**config.mk**
```make
export PLATFORM = sky130hd
export DESIGN_NAME = round_robin_task_scheduler
export DESIGN_NICKNAME = d
export VERILOG_FILES = /design/src/rtl/scd_pkg.sv /design/src/rtl/scd_cell.sv /design/src/rtl/round_robin_task_scheduler.sv
export SDC_FILE = /design/constraint.sdc
export NUM_CORES = 2
export LEC_CHECK = 0
export BUFFER_PORTS_ARGS = -buffer_cell sky130_fd_sc_hd__buf_2
export CAP_MARGIN = 15
export CORE_ASPECT_RATIO = 1.25
export CORE_MARGIN = 2
export CORE_UTILIZATION = 45
export DETAILED_ROUTE_END_ITERATION = 7
export SYNTH_ARGS = -nofsm -noshare
export SYNTH_HDL_FRONTEND = slang
export SYNTH_SLANG_ARGS = --single-unit
```
**constraint.sdc**
```tcl
create_clock -name clock -period 3.04 [get_ports clock]
set_clock_uncertainty 0.15 [all_clocks]
set_input_delay 0.456 -clock clock [delete_from_list [all_inputs] [get_ports clock]]
set_output_delay 0.456 -clock clock [all_outputs]
set_load 0.05 [all_outputs]
```
**src/rtl/scd_pkg.sv**
```systemverilog
// Types, codes and sizes shared by the scheduler files.
package scd_pkg;

   localparam int NUM_SLOTS = 64;
   localparam int POS_W     = $clog2(NUM_SLOTS);
   localparam int CNT_W     = $clog2(NUM_SLOTS + 1);
   localparam int SLOT_W    = 6;
   localparam int SLICE_W   = 8;

   localparam logic [SLICE_W-1:0] INIT_SLICE = 8'd10;

   localparam logic [1:0] OP_ALLOC  = 2'd0;
   localparam logic [1:0] OP_SUBMIT = 2'd1;
   localparam logic [1:0] OP_SWITCH = 2'd2;
   localparam logic [1:0] OP_SLEEP  = 2'd3;

   localparam logic [1:0] ST_FREE  = 2'd0;
   localparam logic [1:0] ST_ALLOC = 2'd1;
   localparam logic [1:0] ST_RUN   = 2'd2;

   localparam logic [1:0] STAT_OK     = 2'd0;
   localparam logic [1:0] STAT_NOFREE = 2'd1;
   localparam logic [1:0] STAT_NOTRUN = 2'd2;
   localparam logic [1:0] STAT_EMPTY  = 2'd3;

   typedef struct packed {
      logic [1:0]         operation;
      logic [SLOT_W-1:0]  slot;
      logic [SLICE_W-1:0] slice;
   } req_type;

   typedef struct packed {
      logic [SLOT_W-1:0]  task_slot;
      logic [SLICE_W-1:0] time_slice;
      logic               do_switch;
      logic [1:0]         status;
   } rsp_type;

   // one slot table entry plus one run list entry
   typedef struct packed {
      logic [1:0]         state;
      logic [SLICE_W-1:0] slice;
      logic [SLOT_W-1:0]  task_id;
      logic [SLICE_W-1:0] task_slice;
      logic               drop;
   } cell_type;

   typedef struct packed {
      logic shift;
      logic compact;
      logic load;
   } cell_ctl_type;

endpackage

```
**src/rtl/scd_cell.sv**
```systemverilog
// One scheduler cell: a slot table entry and a run list entry in a rotating chain.
module scd_cell (
   input  logic                 clock,
   input  logic                 reset,
   input  scd_pkg::cell_ctl_type ctl,
   input  scd_pkg::cell_type    init_val,
   input  scd_pkg::cell_type    nbr,
   input  scd_pkg::cell_type    load_val,
   output scd_pkg::cell_type    q
);
   import scd_pkg::*;

   cell_type data_ff, data_in;

   always_comb begin
      data_in = data_ff;
      if (ctl.shift) begin
         data_in = nbr;
      end else if (ctl.compact) begin
         if (data_ff.drop) begin
            data_in.task_id    = nbr.task_id;
            data_in.task_slice = nbr.task_slice;
         end
         data_in.drop = 1'b0;
      end else if (ctl.load) begin
         data_in.task_id    = load_val.task_id;
         data_in.task_slice = load_val.task_slice;
         data_in.drop       = 1'b0;
      end
   end

   always_ff @(posedge clock) begin
      if (reset) begin
         data_ff <= init_val;
      end else begin
         data_ff <= data_in;
      end
   end

   assign q = data_ff;

endmodule

```
**src/rtl/round_robin_task_scheduler.sv**
```systemverilog
// Round robin task scheduler: sequencer, head logic and the chain of cells.
//
// Usage: one request item on req_* (operation, slot, slice) gives exactly one
// response item on rsp_* (task_slot, time_slice, do_switch, status). Both
// channels use valid/ready; an item moves when valid and ready are high.
// Every slot's table entry and every run list entry lives in one cell of a
// ring of NUM_SLOTS cells. Each request rotates the whole ring once, one cell
// per cycle past the head logic, which reads and updates the entry there.
// The response is registered: it is written to the output register once the
// rotation is through. One request is worked on at a time, so a new request is
// taken only once the last one has put its response into the output register.
// req_ready is high whenever no request is in work, even while a response
// still waits in the output register. If rsp_ready stays low, a finished
// request holds in its last step until the output register frees up.
// Reset is synchronous: slot 0 is running with slice 10, all other slots are
// free, the run list holds slot 0 only, and both channels come up empty.
module round_robin_task_scheduler (
   input  logic             clock,
   input  logic             reset,
   input  logic             req_valid,
   output logic             req_ready,
   input  scd_pkg::req_type req_data,
   output logic             rsp_valid,
   input  logic             rsp_ready,
   output scd_pkg::rsp_type rsp_data
);
   import scd_pkg::*;

   localparam logic [1:0] S_IDLE = 2'd0;
   localparam logic [1:0] S_SCAN = 2'd1;
   localparam logic [1:0] S_DONE = 2'd2;

   logic [1:0]         state_ff, state_in;
   logic [POS_W-1:0]   step_ff, step_in;
   logic [CNT_W-1:0]   count_ff, count_in;
   logic [POS_W-1:0]   pos_ff, pos_in;
   logic               found_ff, found_in;
   logic               early_ff, early_in;
   logic               hit_cur_ff, hit_cur_in;
   logic               append_ff, append_in;
   logic               rsp_valid_ff, rsp_valid_in;
   req_type            cmd_ff, cmd_in;
   rsp_type            rsp_ff, rsp_in;
   logic [SLOT_W-1:0]  pick_slot_ff, pick_slot_in;
   logic [SLICE_W-1:0] pick_slice_ff, pick_slice_in;
   logic [SLOT_W-1:0]  cur_task_ff, cur_task_in;
   logic [SLICE_W-1:0] cur_slice_ff, cur_slice_in;
   logic [SLOT_W-1:0]  nxt_task_ff, nxt_task_in;
   logic [SLICE_W-1:0] nxt_slice_ff, nxt_slice_in;

   cell_type           q [NUM_SLOTS];
   cell_type           head;
   cell_type           tail;
   cell_type           load_val;
   logic               shift_en;
   logic               compact_en;
   logic               load_en;

   logic [CNT_W-1:0]   pos_inc;
   logic [POS_W-1:0]   nxt_pos;
   logic [CNT_W-1:0]   new_count;
   logic               slot_ok;
   logic               in_list;
   logic               at_slot;
   logic               match;
   logic [SLICE_W-1:0] new_slice;

   assign head      = q[0];
   assign pos_inc   = CNT_W'(pos_ff) + CNT_W'(1);
   assign nxt_pos   = (pos_inc == count_ff) ? '0 : POS_W'(pos_inc);
   assign new_count = count_ff - CNT_W'(1);
   assign slot_ok   = CNT_W'(cmd_ff.slot) < CNT_W'(NUM_SLOTS);
   assign in_list   = CNT_W'(step_ff) < count_ff;
   assign at_slot   = step_ff == POS_W'(cmd_ff.slot);
   assign match     = in_list && (head.task_id == cmd_ff.slot);
   assign new_slice = (cmd_ff.slice != '0) ? cmd_ff.slice : head.slice;

   always_comb begin
      load_val            = '0;
      load_val.task_id    = cmd_ff.slot;
      load_val.task_slice = pick_slice_ff;
   end

   always_comb begin
      state_in      = state_ff;
      step_in       = step_ff;
      count_in      = count_ff;
      pos_in        = pos_ff;
      found_in      = found_ff;
      early_in      = early_ff;
      hit_cur_in    = hit_cur_ff;
      append_in     = append_ff;
      cmd_in        = cmd_ff;
      rsp_in        = rsp_ff;
      rsp_valid_in  = rsp_valid_ff && !rsp_ready;
      pick_slot_in  = pick_slot_ff;
      pick_slice_in = pick_slice_ff;
      cur_task_in   = cur_task_ff;
      cur_slice_in  = cur_slice_ff;
      nxt_task_in   = nxt_task_ff;
      nxt_slice_in  = nxt_slice_ff;
      tail          = head;
      shift_en      = 1'b0;
      compact_en    = 1'b0;
      load_en       = 1'b0;

      unique case (state_ff)
         S_IDLE: begin
            if (req_valid) begin
               cmd_in     = req_data;
               step_in    = '0;
               found_in   = 1'b0;
               early_in   = 1'b0;
               hit_cur_in = 1'b0;
               append_in  = 1'b0;
               state_in   = S_SCAN;
            end
         end
         S_SCAN: begin
            shift_en = 1'b1;
            step_in  = step_ff + POS_W'(1);
            if (step_ff == POS_W'(NUM_SLOTS - 1)) begin
               state_in = S_DONE;
            end
            if (step_ff == pos_ff) begin
               cur_task_in  = head.task_id;
               cur_slice_in = head.task_slice;
               early_in     = found_ff;
               hit_cur_in   = match;
            end
            if (step_ff == nxt_pos) begin
               nxt_task_in  = head.task_id;
               nxt_slice_in = head.task_slice;
            end
            unique case (cmd_ff.operation)
               OP_ALLOC: begin
                  if (!found_ff && head.state == ST_FREE) begin
                     found_in      = 1'b1;
                     pick_slot_in  = SLOT_W'(step_ff);
                     pick_slice_in = head.slice;
                     tail.state    = ST_ALLOC;
                  end
               end
               OP_SUBMIT: begin
                  if (slot_ok) begin
                     if (at_slot) begin
                        tail.slice    = new_slice;
                        tail.state    = ST_RUN;
                        pick_slice_in = new_slice;
                        append_in     = head.state != ST_RUN;
                     end
                     if (match && cmd_ff.slice != '0) begin
                        tail.task_slice = cmd_ff.slice;
                     end
                  end
               end
               OP_SWITCH: begin
               end
               OP_SLEEP: begin
                  if (slot_ok) begin
                     if (at_slot && head.state == ST_RUN) begin
                        tail.state = ST_ALLOC;
                     end
                     found_in  = found_ff | match;
                     tail.drop = found_ff | match;
                  end
               end
            endcase
         end
         S_DONE: begin
            if (!rsp_valid_ff || rsp_ready) begin
               rsp_valid_in = 1'b1;
               rsp_in       = '0;
               state_in     = S_IDLE;
               unique case (cmd_ff.operation)
                  OP_ALLOC: begin
                     if (found_ff) begin
                        rsp_in.task_slot  = pick_slot_ff;
                        rsp_in.time_slice = pick_slice_ff;
                        rsp_in.status     = STAT_OK;
                     end else begin
                        rsp_in.status = STAT_NOFREE;
                     end
                  end
                  OP_SUBMIT: begin
                     if (!slot_ok) begin
                        rsp_in.status = STAT_NOTRUN;
                     end else begin
                        rsp_in.task_slot  = cmd_ff.slot;
                        rsp_in.time_slice = pick_slice_ff;
                        rsp_in.status     = STAT_OK;
                        if (append_ff && count_ff < CNT_W'(NUM_SLOTS)) begin
                           load_en  = 1'b1;
                           count_in = count_ff + CNT_W'(1);
                        end
                     end
                  end
                  OP_SWITCH: begin
                     if (count_ff == '0) begin
                        rsp_in.status = STAT_EMPTY;
                     end else begin
                        pos_in            = nxt_pos;
                        rsp_in.task_slot  = nxt_task_ff;
                        rsp_in.time_slice = nxt_slice_ff;
                        rsp_in.do_switch  = count_ff >= CNT_W'(2);
                        rsp_in.status     = STAT_OK;
                     end
                  end
                  OP_SLEEP: begin
                     if (!slot_ok || !found_ff) begin
                        rsp_in.status = STAT_NOTRUN;
                     end else begin
                        compact_en = 1'b1;
                        count_in   = new_count;
                        if (new_count == '0) begin
                           pos_in        = '0;
                           rsp_in.status = STAT_EMPTY;
                        end else if (hit_cur_ff) begin
                           pos_in            = (CNT_W'(pos_ff) >= new_count) ? '0 : pos_ff;
                           rsp_in.task_slot  = nxt_task_ff;
                           rsp_in.time_slice = nxt_slice_ff;
                           rsp_in.do_switch  = 1'b1;
                           rsp_in.status     = STAT_OK;
                        end else begin
                           if (early_ff) begin
                              pos_in = pos_ff - POS_W'(1);
                           end
                           rsp_in.task_slot  = cur_task_ff;
                           rsp_in.time_slice = cur_slice_ff;
                           rsp_in.status     = STAT_OK;
                        end
                     end
                  end
               endcase
            end
         end
         default: begin
            state_in = S_IDLE;
         end
      endcase
   end

   always_ff @(posedge clock) begin
      if (reset) begin
         state_ff     <= S_IDLE;
         step_ff      <= '0;
         count_ff     <= CNT_W'(1);
         pos_ff       <= '0;
         found_ff     <= 1'b0;
         early_ff     <= 1'b0;
         hit_cur_ff   <= 1'b0;
         append_ff    <= 1'b0;
         rsp_valid_ff <= 1'b0;
      end else begin
         state_ff     <= state_in;
         step_ff      <= step_in;
         count_ff     <= count_in;
         pos_ff       <= pos_in;
         found_ff     <= found_in;
         early_ff     <= early_in;
         hit_cur_ff   <= hit_cur_in;
         append_ff    <= append_in;
         rsp_valid_ff <= rsp_valid_in;
      end
   end

   always_ff @(posedge clock) begin
      cmd_ff        <= cmd_in;
      rsp_ff        <= rsp_in;
      pick_slot_ff  <= pick_slot_in;
      pick_slice_ff <= pick_slice_in;
      cur_task_ff   <= cur_task_in;
      cur_slice_ff  <= cur_slice_in;
      nxt_task_ff   <= nxt_task_in;
      nxt_slice_ff  <= nxt_slice_in;
   end

   for (genvar k = 0; k < NUM_SLOTS; k++) begin : g_cell
      cell_type     init_val;
      cell_type     nbr;
      cell_ctl_type ctl;

      always_comb begin
         init_val = '0;
         if (k == 0) begin
            init_val.state      = ST_RUN;
            init_val.slice      = INIT_SLICE;
            init_val.task_slice = INIT_SLICE;
         end
      end

      if (k == NUM_SLOTS - 1) begin : g_last
         assign nbr = tail;
      end else begin : g_mid
         assign nbr = q[k + 1];
      end

      assign ctl.shift   = shift_en;
      assign ctl.compact = compact_en;
      assign ctl.load    = load_en && (count_ff == CNT_W'(k));

      scd_cell u_cell (
         .clock    (clock),
         .reset    (reset),
         .ctl      (ctl),
         .init_val (init_val),
         .nbr      (nbr),
         .load_val (load_val),
         .q        (q[k])
      );
   end

   assign req_ready = state_ff == S_IDLE;
   assign rsp_valid = rsp_valid_ff;
   assign rsp_data  = rsp_ff;

endmodule

```
==> impl_metrics.toml <==
[sta]
slew_violations = 0
rsz0062_at_grt = "false"
setup_viol = 0
max_freq_mhz = 341.4
hold_violations = 0
setup_tns_ps = 0
slew_headroom_pct = 32.74
period_share_pct = 96.36
tightest_slew_ps = 1009
finalCriticalPeriod_ps = 2929

[drt]
vias = 53150
remaining_drc_errors = 0
drt-vias-per-instance = 5.554
first_pass_iters = 6
finalWirelength_microns = 164800
ant_nets = 0
drt-initial-drc-count = 3905
wl_per_cell_microns = 17.22

[synth]
synth_area_leaders = "dfxtp_1 50%, a21oi_1 12%, a211oi_1 10%"
yosys.cell_count.top_type = "dfxtp_1"
synth_fa_ha_area_share_pct = 0.4577
ys_ff_latch = 1701
ys_types = 76
yosys_warnings = 0
synth_area_per_cell_sq_um = 8.353
syn-cell-area_sq_um = 65600
synth_top_family_by_area = "compound AO/OA/AOI/OAI gates"
synth_nets = 7898
synth_cells = 7854
synth-compound-area-share_pct = 25.81
synth_top_area_share_pct = 49.62
synth-simple-area-share_pct = 14.84
synth_top_cells_by_count = "1,626 x dfxtp_1, 1,573 x a21oi_1, 1,373 x nand2_1"
synth.area.mux_share_pct = 0.1392
synth_edf_count = 75
async_flop_share_pct = 0
synth_ff_type = "dfxtp_1"
synth_xor_area_share_pct = 0.5664
ys_seq_area_share_pct = 53.05
yosysTopAreaCell = "dfxtp_1"

[worst_setup_path]
cp_data_arrival_time_ps = 3460
worstPathMaxFanout = 5
critical_path_class = "flip-flop to flip-flop"
start_kind = "flip-flop"
end_kind = "flip-flop"
crit_required_ps = 3570

[final_layout]
drive_above_1_share_pct = 7.806
n_fill_cell = 13730
diodes = 0
finalInstanceArea_sq_um = 73610
syn2layout_area_growth_pct = 12.20
nNetsFinal = 7588

[pwr]
p_leak_uw = 0.02494
p_sw_uw = 12400
pwr_density_cell_nw_per_um2 = 672.3
peakVddDrop_v = 0.0005699
p_sw_share_pct = 25.05
total_power_uw = 49490
clkPwrFrac_pct = 42.6
pwr-share-comb_pct = 8.7
p_int_uw = 37090
seqPwrFrac_pct = 48.7

[grt]
antenna_found_initial = 0
grt_pass1_wl_microns = 267400
grt.total_usage_pct = 21.55
overflow = 0
grt_max_degree = 221
first_global_vias = 49800

[placed_design]
place_congestion = 0.8409
detailed_place_hpwl_microns = 100500
dpl-instance-area_sq_um = 67730
port_buffers = 38

[clock_tree]
worstSkewPairLatency_ps = 810
cts_sinks = 1701
cts_tree = "yes"
clockBufferDepth = 3
htreeDepth = 4
clkTransAtPathRegs_ps = 60
root_buffer = "clkbuf_16"
numCtsBuffers = 169

[run_status]
status = "completed"

[floorplan]
core_sq_um = 144600
die_x_microns = 345.5
rows = 156
die_area_sq_um = 148900
pin_count = 39
start_util_pct = 45.36
chipHeight_microns = 430.9

[min_path]
min_path_type = "input port to flip-flop"

[run]
max_cap_violations = 0
-- final timing paths --
| check | slack, ps | cells after the start | startpoint | endpoint |
|---|---|---|---|---|
| max | 110 | 11 | count_ff[1] | pos_ff[2] |
| min | 160 | 3 | rsp_ready | rsp_valid |
| max reg2reg | 110 | 11 | count_ff[1] | pos_ff[2] |
| min reg2reg | 290 | 2 | g_cell[55].u_cell.q[23] | g_cell[54].u_cell.q[23] |
-- cell usage in the layout, fill, tap and decap left out, drive strengths merged, types with 8 or more instances in the layout --
cell type / count
xnor2: 24
mux2i: 8
dfxtp: 1626
nand2: 1373
a32oi: 9
nand2b: 8
nand4: 9
o211ai: 54
and2: 15
dlygate4sd3: 18
a21oi: 1582
nor2: 969
nor3: 43
a221oi: 24
edfxtp: 75
o21ai: 86
bufinv: 9
buf: 279
inv: 27
xor2: 15
and3: 9
nand3: 17
nor2b: 13
a22o: 9
clkinv: 29
a22oi: 18
clkbuf: 253
a211oi: 904
ha: 24
o21a: 55
-- metal layers --
metal,share of wire [%],global-route usage [%]
met4,2.7,6.982
met5,0,0
met2,49,37.54
met1,45,27.55
met3,3.5,2.813
-- area by class of cell --
type                    count  area, sq um  area share [%]
multi-input cells        5354        27550           37.42
inverters                  21        78.83          0.1071
clock inverters            48        611.8          0.8312
repair buffers            297         3191           4.334
clock buffers             253         5005           6.799
well taps                1896         2372           3.223
flip-flops and latches   1701        34800           47.28
-- per-stage QoR --
step	cells	hold slack (ps)	worst slack [ps]	utilization [%]
2_1_floorplan	7854	282.1	23.32	-
3_3_place_gp	9247	285.8	-19.36	46.83
3_5_place_dp	9247	292.1	-38.63	46.83
4_1_cts	9566	108.3	10.95	50.84
5_1_grt	9570	135.3	0.7980	50.89
6_report	9570	158.3	110.6	50.89
-- power by group through the flow --
stage	registers, uW	logic [uW]	clock network [uW]
after floorplan	24400	3170	0
after global placement	24600	4250	0
after detailed placement	24600	4300	0
after CTS	24100	4340	21600
after global routing	24200	4810	22500
final	24100	4310	21100
-- flip-flops by register name (all words and copies together), names as in the netlist --
name / cells
state_ff: 2
rsp_valid: 1
pos_ff: 6
early_ff: 1
nxt_task_ff: 6
count_ff: 7
cur_slice_ff: 8
cmd_ff: 16
g_cell.u_cell.q: 1600
append_ff: 1
pick_slot_ff: 6
step_ff: 6
hit_cur_ff: 1
cur_task_ff: 6
nxt_slice_ff: 8
found_ff: 1
rsp_data: 17
pick_slice_ff: 8
-- critical path: stages, from the launching register on --
cell and delay (ps):
dfxtp_1 310, inv_1 80, ha_1 160, or3b_4 410, xnor2_1 150, ha_1 310
o2111ai_1 120, o21ai_1 270, a32oi_4 170, buf_4 180, a211o_1 260, a32o_1 250
-- kinds of logic (layout without fill, tap and decap cells) --
family | count (synthesis) | in the layout
AND/OR/NAND/NOR | 2493 | 2493
flip-flops | 1701 | 1701
AO/OA/AOI/OAI | 2788 | 2788
adder cells (fa/ha/maj) | 24 | 24
multiplexers | 9 | 9
XOR/XNOR | 40 | 40
buffers and inverters | 799 | 619
-- what timing repair did --
action | in CTS | in global routing
gates resized for setup | 1 | 20
endpoints found under the setup margin | 14 | 430
hold buffers | 18 | 0
endpoints found under the hold margin | 20 | 0
pin swaps | 0 | 3
setup buffers | 0 | 4
cloned | 0 | 0
(Power assumes the default switching activity.)
